**config.mk**
```make
export PLATFORM = sky130hd
export DESIGN_NAME = bpsuf_mul
export DESIGN_NICKNAME = d
export VERILOG_FILES = /design/src/hw/rtl/bpsuf_mul.sv
export SDC_FILE = /design/constraint.sdc
export NUM_CORES = 1
export LEC_CHECK = 0
export BUFFER_PORTS_ARGS = -buffer_cell sky130_fd_sc_hd__buf_2
export CORE_MARGIN = 3
export CORE_UTILIZATION = 69
export CTS_CLUSTER_DIAMETER = 100
export DETAILED_ROUTE_END_ITERATION = 8
export PLACE_DENSITY = 0.86
export SLEW_MARGIN = 20
export SYNTH_ARGS = -nofsm -noshare
export SYNTH_HDL_FRONTEND = slang
export SYNTH_SLANG_ARGS = --single-unit
```
**constraint.sdc**
```tcl
create_clock -name clk -period 9.1 [get_ports clk]
set_clock_uncertainty 0.1 [all_clocks]
set_input_delay 0.455 -clock clk [delete_from_list [all_inputs] [get_ports clk]]
set_output_delay 0.455 -clock clk [all_outputs]
set_load 0.1 [all_outputs]
```
**src/hw/rtl/bpsuf_mul.sv**
```systemverilog
`timescale 1ns / 1ps

module bpsuf_mul #(
    parameter int A_BITS = 31,
    parameter int B_BITS = 11
) (
    input  logic                     clk,
    input  logic [A_BITS-1:0]        a,
    input  logic [B_BITS-1:0]        b,
    output logic [A_BITS+B_BITS-1:0] prod_reg
);

    logic [A_BITS+B_BITS-1:0] prod_next;

    assign prod_next = (A_BITS+B_BITS)'(a) * (A_BITS+B_BITS)'(b);

    always_ff @(posedge clk)
    begin
        prod_reg <= prod_next;
    end

endmodule

```
==> metrics <==
Pins Over Slew Limit 0; commonest cells after routing, fill and taps aside 260 x fa_1, 250 x inv_1, 229 x nand2_1; initial antenna violation count 3; commonest non-fill, non-tap cell in the layout fa_1; CP max FO 31; Top-Level Pins 85; core box area around 16000 sq um; vias in the first global route 9672; area grow syn2layout 4.97%; Worst EP arrival approximately 6000 ps; post-layout minimum cycle time between 5000 and 6000 ps; critical path startpoint b[2]; Crit Path Category primary input to flip-flop; Placer Congestion roughly 0.92; Root Buffer Master clkbuf_16; maxcap violations 0; synthesis-stage register bit count 42; part of the cycle the worst path needs 65.2%; clock buffer depth 2; DIE HEIGHT between 100 and 150 um; routed length per placed instance 18.1 um; Worst setup endpoint prod_reg[39]$_DFF_P_; RSZ-0062 raised after global routing no; nets@finish between 1500 and 2000; Mapped Area 11600 sq um; Slew headroom 52.0%; fmax between 150 and 200 MHz; Post-CTS Setup Inserts 0; grt ovf 0; GRT Overall Usage 31.8%; Worst-path clk slew 60 ps; drt first pass iters 5; endpoints failing setup 0; hold buffers post-CTS 0; vias around 8900; Fin. Hold Viols 0; hpwl dp around 22000 um; Post-CTS Resized 0; Gate Count Post-Synth 1313; DRC viols 0; worst slew pin tran 719 ps; Die Area 18300 sq um; Syn Area/Cell about 9 sq um; worst path required time between 9000 and 10000 ps; startpoint types primary input; Synth Warn # 0; Hold/Removal Path Class primary input to flip-flop; drt via density between 5 and 6; largest net degree at the start of global routing 32; CTS buffer count 5; initial DRC count between 600 and 700; post-synthesis sequential area ratio between 7 and 8%; layout cells sized above 1 around 7.9%; CTS sink cnt 42; Routed Wire Length 28000 um; hold path depth 2; max FFs per register 42; Yosys cell types roughly 50; Initial Utilization 71.7%; Antenna Nets Post-Route 0; H-tree Lvls 2; syn_nets between 1500 and 2000; Site Rows between 40 and 50; Worst setup EP type flip-flop; first-pass GRT wire length roughly 46000 um; Buffers on Ports 84; Die X ~140 um; fill count roughly 1200; CTS tree built; post-route setup TNS 0 ps; status completed
==> stage by stage <==
stage | instance area, sq um | cells | hold slack (ps) | utilization, % | setup WS [ps]
3_3_place_gp | 12000 | 1538 | 756 | 74.2 | 3120
5_1_grt | 12100 | 1548 | 475 | 75.3 | 3000
4_1_cts | 12100 | 1546 | 471 | 75.3 | 3280
6_report | 12100 | 1548 | 485 | 75.3 | 3170
2_1_floorplan | 11600 | 1313 | 482 | - | 3720
3_5_place_dp | 12000 | 1538 | 772 | 74.2 | 2980
==> worst min path at each step <==
stage | from | endpoint
after global routing | a[0] | prod_reg[0]$_DFF_P_
after detailed placement | a[0] | prod_reg[0]$_DFF_P_
after CTS | a[0] | prod_reg[0]$_DFF_P_
final | a[0] | prod_reg[0]$_DFF_P_
after global placement | a[0] | prod_reg[0]$_DFF_P_
after floorplan | a[0] | prod_reg[0]$_DFF_P_
==> metal layers <==
metal	track usage (%)	share of wire, %
met3	4.75	6.6
met5	0	0.057
met4	15.2	5.4
met2	58.1	53
met1	36.7	35
==> synthesized netlist by cell type, drive strengths merged <==
cell / number / area, sq um
ha: 80 / 1000
xnor2: 21 / 184
a22o: 1 / 8.76
fa: 260 / 5200
a2111oi: 1 / 15.0
a21boi: 2 / 15.0
a21oi: 44 / 228
buf: 2 / 10.0
nand2b: 2 / 12.5
or3b: 1 / 8.76
a21o: 15 / 113
o21bai: 8 / 63.8
or4: 1 / 7.51
o31ai: 4 / 35.0
o311ai: 1 / 8.76
nor2: 30 / 113
a211oi: 4 / 30.0
xor2: 13 / 114
inv: 250 / 938
nand3b: 3 / 22.5
or2: 1 / 6.26
nand2: 229 / 860
o41ai: 1 / 27.5
or3: 1 / 6.26
o21a: 7 / 52.6
o21ai: 31 / 159
nor3b: 1 / 12.5
nand4: 9 / 56.3
and2b: 1 / 7.51
and2: 145 / 907
a211o: 2 / 17.5
dfxtp: 42 / 841
a31oi: 2 / 33.8
nor4: 1 / 6.26
nand3: 7 / 35.0
clkbuf: 73 / 277
a41oi: 1 / 8.76
o211ai: 3 / 22.5
o31a: 1 / 8.76
nor2b: 3 / 18.8
nor3: 6 / 35.0
o2111ai: 2 / 17.5
and4: 1 / 11.3
==> layout make-up <==
cell class,count,area (sq um),area share (%)
well taps,216,270,2.23
clock buffers,5,125,1.03
diodes,2,5.00,0.0412
flip-flops and latches,42,841,6.93
multi-input cells,946,9490,78.2
clock inverters,3,40.0,0.330
repair buffers,84,420,3.46
inverters,250,938,7.73
==> logic make-up after synthesis <==
| group | count (synthesis) | synth area share [%] |
|---|---|---|
| buf+inv | 325 | 10.6 |
| xor+xnor | 34 | 2.58 |
| fa+ha+maj | 340 | 53.7 |
| flops | 42 | 7.27 |
| compound gates | 130 | 7.48 |
| simple gates | 442 | 18.4 |
==> worst max-delay path, stage by stage <==
cell,delay [ps]
buf_2,550
nand2_1,190
fa_1,610
fa_1,460
fa_1,560
inv_1,50
fa_1,490
inv_1,50
fa_1,480
inv_1,50
ha_1,370
nand2_1,110
o21ai_0,360
o2111ai_1,200
nor3b_2,230
o41ai_4,430
nor2_1,90
a211o_1,270
Power is left out: the tool's default activity adds up to more than one toggle a clock period on the data nets, which glitch-free logic cannot reach.
